### src/tlshrd_pkg.sv
// Types and constants for the handshake record deframer.
// No dependencies.
`timescale 1ns / 1ps

package tlshrd_pkg;

  localparam int unsigned CfgIdxW   = 1;
  localparam int unsigned CfgDataW  = 16;

  localparam logic [CfgIdxW-1:0] REG_CONTENT_TYPE = 1'd0;
  localparam logic [CfgIdxW-1:0] REG_VERSION      = 1'd1;

  localparam logic OP_DATA = 1'b0;
  localparam logic OP_ARM  = 1'b1;

  localparam logic [7:0]  CONTENT_TYPE_RST = 8'd22;
  localparam logic [15:0] VERSION_RST      = 16'd771;
  localparam logic [15:0] HDR_BYTES        = 16'd4;

  localparam logic [7:0] HS_SERVER_HELLO = 8'd2;
  localparam logic [7:0] HS_CERT_REQUEST = 8'd13;
  localparam logic [7:0] HS_HELLO_DONE   = 8'd14;

  typedef enum logic [1:0] {
    KIND_IDLE    = 2'd0,
    KIND_DISCARD = 2'd1,
    KIND_HEADER  = 2'd2,
    KIND_PAYLOAD = 2'd3
  } byte_kind_e;

  typedef enum logic [10:0] {
    M_IDLE    = 11'b000_0000_0001,
    M_HUNT    = 11'b000_0000_0010,
    M_VER_HI  = 11'b000_0000_0100,
    M_VER_LO  = 11'b000_0000_1000,
    M_REC_HI  = 11'b000_0001_0000,
    M_REC_LO  = 11'b000_0010_0000,
    M_TYPE    = 11'b000_0100_0000,
    M_LEN0    = 11'b000_1000_0000,
    M_LEN1    = 11'b001_0000_0000,
    M_LEN2    = 11'b010_0000_0000,
    M_PAYLOAD = 11'b100_0000_0000
  } parse_mode_e;

  typedef struct packed {
    logic       operation;
    logic [7:0] data_byte;
  } in_item_t;

  typedef struct packed {
    byte_kind_e byte_kind;
    logic [7:0] byte_out;
    logic [7:0] message_type;
    logic       message_end;
    logic       record_end;
    logic       send_certificates;
  } out_item_t;

endpackage

### src/tls_handshake_record_deframer.sv
// Handshake record deframer: byte-wise TLS record and handshake message parser.
// Depends on tlshrd_pkg.
//
//  channel | signals                                  | direction
//  in      | in_valid_i, in_ready_o, in_data_i        | sink
//  out     | out_valid_o, out_ready_i, out_data_o     | source
//  cfg     | cfg_valid_i, cfg_ready_o, cfg_index_i,   | sink
//          | cfg_data_i                               |
//
// One beat per cycle while the output register can take it; each accepted byte yields one result
// beat in the next cycle, held in the output register that captures the combinational parser result.
// in_ready_o is high while the output register is empty or being drained.
// Config writes are always taken. Reset is async, active low: parser idle, counters zero.
`timescale 1ns / 1ps

module tls_handshake_record_deframer (
  input  logic                           clk_i,
  input  logic                           rst_ni,
  input  logic                           in_valid_i,
  output logic                           in_ready_o,
  input  tlshrd_pkg::in_item_t           in_data_i,
  output logic                           out_valid_o,
  input  logic                           out_ready_i,
  output tlshrd_pkg::out_item_t          out_data_o,
  input  logic                           cfg_valid_i,
  output logic                           cfg_ready_o,
  input  logic [tlshrd_pkg::CfgIdxW-1:0] cfg_index_i,
  input  logic [tlshrd_pkg::CfgDataW-1:0] cfg_data_i
);
  import tlshrd_pkg::*;

  logic [7:0]  ctype_q;
  logic [15:0] version_q;

  parse_mode_e mode_q, mode_d;
  logic [15:0] rrem_q, rrem_d;
  logic [23:0] mlen_q, mlen_d;
  logic [23:0] pcnt_q, pcnt_d;
  logic [7:0]  ctyp_q, ctyp_d;
  logic        creq_q, creq_d;

  logic        out_valid_q;
  out_item_t   out_q, res;

  logic        in_acc;
  logic        fin;
  logic [23:0] fin_len;
  logic [15:0] rrem_sub;
  logic [7:0]  b;
  logic [23:0] pcnt_inc;

  assign cfg_ready_o = 1'b1;
  assign in_ready_o  = !out_valid_q || out_ready_i;
  assign in_acc      = in_valid_i && in_ready_o;
  assign out_valid_o = out_valid_q;
  assign out_data_o  = out_q;
  assign b           = in_data_i.data_byte;
  assign pcnt_inc    = pcnt_q + 24'd1;
  assign rrem_sub    = (rrem_q >= HDR_BYTES) ? rrem_q - HDR_BYTES : 16'd0;

  always_comb begin
    mode_d  = mode_q;
    rrem_d  = rrem_q;
    mlen_d  = mlen_q;
    pcnt_d  = pcnt_q;
    ctyp_d  = ctyp_q;
    creq_d  = creq_q;
    fin     = 1'b0;
    fin_len = mlen_q;
    res     = '0;
    res.byte_out = b;
    res.byte_kind = KIND_IDLE;

    if (in_data_i.operation == OP_ARM) begin
      mode_d = M_HUNT;
    end else begin
      unique case (mode_q)
        M_HUNT: begin
          if (b == ctype_q) begin
            rrem_d = '0;
            mlen_d = '0;
            pcnt_d = '0;
            ctyp_d = '0;
            mode_d = M_VER_HI;
            res.byte_kind = KIND_HEADER;
          end else begin
            res.byte_kind = KIND_DISCARD;
          end
        end
        M_VER_HI: begin
          if (b == version_q[15:8]) begin
            mode_d = M_VER_LO;
            res.byte_kind = KIND_HEADER;
          end else begin
            res.byte_kind = KIND_DISCARD;
          end
        end
        M_VER_LO: begin
          if (b == version_q[7:0]) begin
            mode_d = M_REC_HI;
            res.byte_kind = KIND_HEADER;
          end else begin
            res.byte_kind = KIND_DISCARD;
          end
        end
        M_REC_HI: begin
          rrem_d = {b, 8'd0};
          mode_d = M_REC_LO;
          res.byte_kind = KIND_HEADER;
        end
        M_REC_LO: begin
          rrem_d = {rrem_q[15:8], b};
          mode_d = M_TYPE;
          res.byte_kind = KIND_HEADER;
        end
        M_TYPE: begin
          ctyp_d = b;
          mode_d = M_LEN0;
          res.byte_kind = KIND_HEADER;
        end
        M_LEN0: begin
          mlen_d = {b, 16'd0};
          mode_d = M_LEN1;
          res.byte_kind = KIND_HEADER;
        end
        M_LEN1: begin
          mlen_d = {mlen_q[23:16], b, 8'd0};
          mode_d = M_LEN2;
          res.byte_kind = KIND_HEADER;
        end
        M_LEN2: begin
          mlen_d  = {mlen_q[23:8], b};
          fin_len = {mlen_q[23:8], b};
          pcnt_d  = '0;
          res.byte_kind = KIND_HEADER;
          if ({mlen_q[23:8], b} == 24'd0) begin
            fin = 1'b1;
          end else begin
            mode_d = M_PAYLOAD;
          end
        end
        M_PAYLOAD: begin
          res.byte_kind = KIND_PAYLOAD;
          pcnt_d = pcnt_inc;
          if (pcnt_inc >= mlen_q) begin
            fin = 1'b1;
          end
        end
        default: begin
          mode_d = M_IDLE;
        end
      endcase
    end

    if (fin) begin
      res.message_end = 1'b1;
      pcnt_d = '0;
      if (ctyp_q == HS_SERVER_HELLO) begin
        creq_d = 1'b0;
      end else if (ctyp_q == HS_CERT_REQUEST) begin
        creq_d = 1'b1;
      end else if (ctyp_q == HS_HELLO_DONE) begin
        res.send_certificates = creq_q;
      end
      if (fin_len >= {8'd0, rrem_sub}) begin
        rrem_d = '0;
        mode_d = M_HUNT;
        res.record_end = 1'b1;
      end else begin
        rrem_d = rrem_sub - fin_len[15:0];
        mode_d = M_TYPE;
      end
    end

    if (res.byte_kind == KIND_HEADER || res.byte_kind == KIND_PAYLOAD) begin
      res.message_type = ctyp_d;
    end
  end

  always_ff @(posedge clk_i or negedge rst_ni) begin
    if (!rst_ni) begin
      ctype_q   <= CONTENT_TYPE_RST;
      version_q <= VERSION_RST;
    end else if (cfg_valid_i) begin
      unique case (cfg_index_i)
        REG_CONTENT_TYPE: ctype_q   <= cfg_data_i[7:0];
        REG_VERSION:      version_q <= cfg_data_i;
        default: ;
      endcase
    end
  end

  always_ff @(posedge clk_i or negedge rst_ni) begin
    if (!rst_ni) begin
      mode_q <= M_IDLE;
      rrem_q <= '0;
      mlen_q <= '0;
      pcnt_q <= '0;
      ctyp_q <= '0;
      creq_q <= 1'b0;
    end else if (in_acc) begin
      mode_q <= mode_d;
      rrem_q <= rrem_d;
      mlen_q <= mlen_d;
      pcnt_q <= pcnt_d;
      ctyp_q <= ctyp_d;
      creq_q <= creq_d;
    end
  end

  always_ff @(posedge clk_i or negedge rst_ni) begin
    if (!rst_ni) begin
      out_valid_q <= 1'b0;
    end else if (in_ready_o) begin
      out_valid_q <= in_valid_i;
    end
  end

  always_ff @(posedge clk_i) begin
    if (in_acc) begin
      out_q <= res;
    end
  end

endmodule

### config.mk
export PLATFORM = sky130hd
export DESIGN_NAME = tls_handshake_record_deframer
export DESIGN_NICKNAME = d
export VERILOG_FILES = /design/src/tlshrd_pkg.sv /design/src/tls_handshake_record_deframer.sv
export SDC_FILE = /design/constraint.sdc
export NUM_CORES = 1
export LEC_CHECK = 0
export ABC_AREA = 1
export BUFFER_PORTS_ARGS = -buffer_cell sky130_fd_sc_hd__buf_2
export CAP_MARGIN = 20
export CORE_MARGIN = 8
export CORE_UTILIZATION = 39
export DETAILED_ROUTE_END_ITERATION = 16
export SETUP_SLACK_MARGIN = 0.15
export SLEW_MARGIN = 40
export SYNTH_ARGS = -nofsm -noshare
export SYNTH_HDL_FRONTEND = slang
export SYNTH_SLANG_ARGS = --single-unit
### constraint.sdc
create_clock -name clk_i -period 3.9 [get_ports clk_i]
set_clock_uncertainty 0.2 [all_clocks]
set_input_delay 0.195 -clock clk_i [delete_from_list [all_inputs] [get_ports clk_i]]
set_output_delay 0.195 -clock clk_i [all_outputs]
set_load 0.005 [all_outputs]
# After elaboration in Yosys (flattened, before gate mapping)
# Cells that the tools add are included.
[classes]
n_mux = 40
reduce_logical = 24
bitwise_logic = 6
n_eq_ne = 27
order_cmp = 3
add_sub_neg = 3
[ops]
columns = ["cell", "count"]
rows = [
  ["11-bit one-hot mux with 10 select lines", 1],
  ["24-bit one-hot mux with 4 select lines", 1],
  ["16-bit two-way mux", 5],
  ["24-bit two-way mux", 3],
  ["24-bit one-hot mux with 3 select lines", 1],
  ["11-bit two-way mux", 6],
  ["16-bit one-hot mux with 3 select lines", 1],
  ["8-bit two-way mux", 4],
  ["24-bit by 1-bit adder with 24-bit output, second input constant", 1],
  ["8-bit equality test", 3],
  ["24-bit by 16-bit greater-or-equal comparator with 1-bit output", 1],
  ["24-bit greater-or-equal comparator", 1],
  ["24-bit logical NOT", 1],
  ["8-bit by 4-bit equality test with 1-bit output, second input constant", 2],
  ["16-bit by 3-bit greater-or-equal comparator with 1-bit output, second input constant", 1],
  ["4-bit != test, second input constant", 4],
  ["8-bit one-hot mux with 2 select lines", 1],
  ["16-bit subtractor", 1],
  ["16-bit by 3-bit subtractor with 16-bit output, second input constant", 1],
  ["4-bit AND reduction", 3],
  ["6-bit AND reduction", 2],
  ["4-bit nonzero test", 3],
  ["11-bit by 10-bit equality test with 1-bit output, second input constant", 1],
  ["11-bit equality test, second input constant", 1],
  ["30 further kinds", 54],
]
[totals]
inputBits = 31
word_cells = 121
out_inout_bits = 24
ff_bits = 130

# Logic depth before layout (Yosys ltp)
[logic_depth]
depth_word = 7
ltp_mapped = 30
depth_no_buf = 28

# Worst setup path before layout
# No wires, ideal clock.
[synth_timing]
path_kind = "register to register"
from = "register rrem_q[2]"
to = "register rrem_q[2]"
n_path_buf = 2
arrival_time_ns = 3.281
slack_ns = 0.300
setup_ns = 0.119
path_stages_with_launch = 28
cell_sequence = "dfrtp_1 inv_1 ha_1 nand2_1 nor2_1 inv_1 nor2_1 inv_1 nor2_1 inv_1 nor2_1 nand2_1 clkbuf_1 nand2_1 inv_1 ha_1 nand2_1 nor2_1 nand4_1 nor2_1 nand2_1 nand3_1 buf_2 nor2_1 nand3_1 nand2_1 nand4_1 nand2_1"
[synth_between]
elab_chain_len = 5
[synth_lines]
columns = ["element", "line_no", "text"]
rows = [
  ["start, declared", "tls_handshake_record_deframer.sv:36", "logic [15:0] rrem_q, rrem_d;"],
  ["start signal, assigned", "tls_handshake_record_deframer.sv:203", "rrem_q <= rrem_d;"],
  ["16-bit by 3-bit subtractor with 16-bit output / 16-bit by 3-bit greater-or-equal comparator with 1-bit output (equally long branches)", "tls_handshake_record_deframer.sv:59", "assign rrem_sub = (rrem_q >= HDR_BYTES) ? rrem_q - HDR_BYTES : 16'd0;"],
  ["16-bit two-way mux (*)", "tls_handshake_record_deframer.sv:59", ""],
  ["24-bit by 16-bit greater-or-equal comparator with 1-bit output / 16-bit subtractor (equally long branches)", "tls_handshake_record_deframer.sv:165, tls_handshake_record_deframer.sv:170", ""],
  ["16-bit two-way mux (*)", "tls_handshake_record_deframer.sv:165", "if (fin_len >= {8'd0, rrem_sub}) begin"],
  ["16-bit two-way mux (*)", "tls_handshake_record_deframer.sv:155", "if (fin) begin"],
]
# Mark *: on every way between the ends. The rest lies on a longest branch, timed or not.
# A chain may end at the register's enable or synchronous reset.

# Final worst setup path
[layout_timing]
from = "register pcnt_q[1]"
to = "register pcnt_q[4]"
[layout_between]
elab_chain_len = 7
[layout_lines]
columns = ["element", "line_no", "text"]
rows = [
  ["start, declared", "tls_handshake_record_deframer.sv:38", "logic [23:0] pcnt_q, pcnt_d;"],
  ["start signal, assigned", "tls_handshake_record_deframer.sv:205", "pcnt_q <= pcnt_d;"],
  ["24-bit by 1-bit adder with 24-bit output (*)", "tls_handshake_record_deframer.sv:58", "assign pcnt_inc = pcnt_q + 24'd1;"],
  ["24-bit greater-or-equal comparator", "tls_handshake_record_deframer.sv:145", "if (pcnt_inc >= mlen_q) begin"],
  ["1-bit two-way mux", "tls_handshake_record_deframer.sv:145", ""],
  ["1-bit one-hot mux with 2 select lines", "tls_handshake_record_deframer.sv:77", "unique case (mode_q)"],
  ["1-bit two-way mux", "tls_handshake_record_deframer.sv:74", "if (in_data_i.operation == OP_ARM) begin"],
  ["3-bit != test (no line), or another cell as far along", "n/a", ""],
  ["4-bit AND reduction (no line)", "n/a", ""],
]
# Mark *: on every way between the ends. The rest lies on a longest branch, timed or not. The select of a mux whose other input is x is not followed.

==> flow_summary.json <==
{
  "antenna_found_initial": 0,
  "placed_cells": 1656,
  "layout_commonest_cell": "nand2_1",
  "ys.warnings.count": 0,
  "dr.first_iter.drc_count": 602,
  "cts_tree": "built",
  "hold_slack_ns": 0.00947,
  "avgSynthCellArea_um2": 7.29,
  "ant_nets": 0,
  "grt_max_degree": 58,
  "cts-root-buf": "clkbuf_16",
  "r2r_slack_ns": 0.24,
  "cts_buffer_depth": 2,
  "crit_buf_inv": 2,
  "seq_area_frac_synth_pct": 36.5,
  "max-slew-margin-rel_pct": 42.0,
  "synthToLayoutAreaGrowth_pct": 26.2,
  "r2r-start": "pcnt_q[1]$_DFFE_PN0P_",
  "highest_layer": "met4",
  "synth_flop_cell": "dfrtp_1",
  "critPathTopFamily": "simple AND/OR/NAND/NOR gates",
  "cts.sinks": 130,
  "synth-simple-area-share_pct": 30.3,
  "synth_compound_area_share_pct": 8.74,
  "start_util_pct": 39.6,
  "die_h_um": 170,
  "met1_length_um": 12700,
  "coreArea_um2": 23300,
  "final_cell_mix": "343 x nand2_1, 187 x inv_1, 101 x dfrtp_1, 91 x nor2_1, 57 x buf_4",
  "synth_fp_nets": 1357,
  "synth_cell_type_count": 48,
  "drv_slew": 0,
  "synthArstFlopShare_pct": 83.8,
  "die_w_um": 170,
  "num_vias": 8539,
  "crit_required_ns": 4.00,
  "synth_area_um2": 9240,
  "cp_num_cells": 25,
  "row_count": 56,
  "viasPerCell": 4.92,
  "antenna_cells": 0,
  "hpwlAfterDp_um": 19900,
  "slowest_delay_ns": 0.37,
  "rsz0062_at_grt": "true",
  "yosys-mux-area-fraction_pct": 0.975,
  "endpoint_kind": "flop",
  "hp-class": "primary input to flop",
  "drtPass1Iterations": 5,
  "finalNetCount": 1493,
  "critPathLaunchType": "flop",
  "clkSlewWorstSetupHoldPaths_ns": 0.07,
  "synth_top_family_by_area": "simple AND/OR/NAND/NOR gates",
  "detail_route.wl_per_cell_um": 15.5,
  "hold_violations": 0,
  "ff2ff_path_depth": 25,
  "wl_um": 27000,
  "leakagePower_nw": 5.88,
  "crit_start": "pcnt_q[1]$_DFFE_PN0P_",
  "stdcell_count": 1735,
  "fmax_ghz": 0.273,
  "routabilityCongestion": 0.869,
  "fin_crit_sh_pct": 93.9,
  "portBuffers": 53,
  "ir_worst_vdd_uv": 331,
  "powerDensity_nw_per_um2": 504,
  "crit_top_cell": "nand2_2",
  "status": "complete, no violations",
  "netlist_instances": 1267,
  "clock_latency_ns": 0.43,
  "ys_ff_latch": 130,
  "arrival_ns": 3.76,
  "die_area_um2": 28900,
  "crit_path_end": "pcnt_q[4]$_DFFE_PN0P_",
  "synth_edf_count": 21,
  "track_usage_pct": 18.6,
  "timing.final.crit_period_ns": 3.66,
  "cap_viol_max_count": 0,
  "grt_pass1_wl_um": 42600,
  "crit_type": "flop to flop",
  "grt_pass1_vias": 8284,
  "io_pins": 55,
  "synth-xor-area-share_pct": 5.31,
  "met3_length_um": 1020,
  "fin_util_pct": 50.0,
  "fin_tns_setup_ns": 0,
  "setup_viol": 0,
  "crit_fanout": 6,
  "drive_above_1_share_pct": 21.4,
  "cts_buffers": 17,
  "drc": 0,
  "htreeDepth": 4,
  "grt_overflow": 0,
  "worst_pin_slew_ns": 0.868,
  "wl_met2_um": 12700,
  "slowest_stage": "dfrtp_1",
  "rr_endpoint": "pcnt_q[4]$_DFFE_PN0P_",
  "synth_fa_ha_area_share_pct": 8.07
}
[per-stage QoR]
step	power, mW	worst slack (ns)	area (µm²)
2_1_floorplan	3.17	0.300	9240
3_3_place_gp	3.88	0.0741	10100
3_5_place_dp	3.89	0.0641	10100
4_1_cts	5.52	0.153	11000
5_1_grt	6.25	0.0715	11700
6_report	5.87	0.240	11700
[where the power goes]
part           switching [mW]  total (mW)  internal, mW  leakage, nW
Combinational            1.67        2.69          1.02         3.95
Clock                   0.684        1.58         0.894        0.278
Sequential             0.0954        1.60          1.50         1.65
[flip-flops by register name (all words and copies together) (netlist names)]
signal and cells:
creq_q 1, ctyp_q 8, ctype_q 8, mlen_q 24, mode_q 11, out_data_o 21
out_valid_o 1, pcnt_q 24, rrem_q 16, version_q 16
[routing by layer]
metal | vias up | GRT usage [%]
met5 | - | 0
met4 | 0 | 6.67
met3 | 33 | 3.45
met2 | 172 | 30.1
met1 | 4003 | 24.7
li1 | 4331 | -
[cell families (layout without fill, tap and decap cells)]
kind of cell,count (synthesis),in the layout
other,1,1
adders and majority gates,59,59
AOI/OAI and AO/OA,144,144
and+or+nand+nor,634,639
DFF,130,130
xor gates and xnor gates,56,56
buffers and inverters,235,379
muxes,8,8
[synthesized netlist by cell type (2+ instances only)]
cell | number | area share [%]
dfstp_2 | 8 | 2.3
or2_2 | 2 | 0.14
o22ai_1 | 3 | 0.20
nand4_1 | 44 | 3.0
nand2_1 | 374 | 15
o21ai_0 | 59 | 3.2
nor2_2 | 4 | 0.27
xor2_1 | 19 | 1.8
nor3_2 | 3 | 0.33
nor4_1 | 8 | 0.54
o31ai_1 | 7 | 0.57
and2_1 | 2 | 0.14
buf_4 | 4 | 0.33
nand3_1 | 44 | 2.4
ha_1 | 58 | 7.9
o21ai_1 | 28 | 1.5
nor3_1 | 17 | 0.92
a21o_1 | 2 | 0.16
mux2_2 | 8 | 0.98
nor2_1 | 110 | 4.5
inv_2 | 7 | 0.28
buf_2 | 14 | 0.76
dfrtp_1 | 101 | 27
inv_1 | 196 | 8.0
xnor2_1 | 37 | 3.5
nand3_2 | 8 | 0.87
nor2_4 | 3 | 0.37
clkbuf_1 | 10 | 0.41
buf_6 | 3 | 0.37
nand3b_1 | 6 | 0.49
edfxtp_1 | 21 | 6.8
a22oi_1 | 8 | 0.65
o31ai_2 | 2 | 0.27
a21oi_1 | 31 | 1.7
nand2_4 | 3 | 0.37
[cell type report]
cell class                 count  area [µm²]
sequential                   130        3370
clock buffer                  17         425
tap                          319         399
timing repair buffer         143        1090
clock inverter                15         145
fill                        2261       11700
inverter                     204         768
multi-input combinational    907        5460
[worst min path at each step]
stage                 startpoint  cells past startpoint  slack, ns                  endpoint
global route        in_data_i[2]                      2      0.002  out_data_o[13]$_DFFE_PP_
CTS                 in_data_i[2]                      2    0.00001  out_data_o[13]$_DFFE_PP_
detailed placement        rst_ni                      1       0.13    ctype_q[5]$_DFFE_PN0P_
floorplan                 rst_ni                      0      -0.30        creq_q$_DFFE_PN0P_
global placement          rst_ni                      1       0.13    ctype_q[5]$_DFFE_PN0P_
finish              in_data_i[2]                      2      0.009  out_data_o[13]$_DFFE_PP_
[timing repair]
item | CTS | global route
setup endpoints to repair | 49 | 54
pin swaps | 1 | 29
gates cloned | 0 | 7
hold buffers | 24 | 0
resized for setup | 7 | 118
endpoints found under the hold margin | 79 | 0
buffers inserted | 1 | 15
Note: power is estimated with default switching activity, not from simulation.
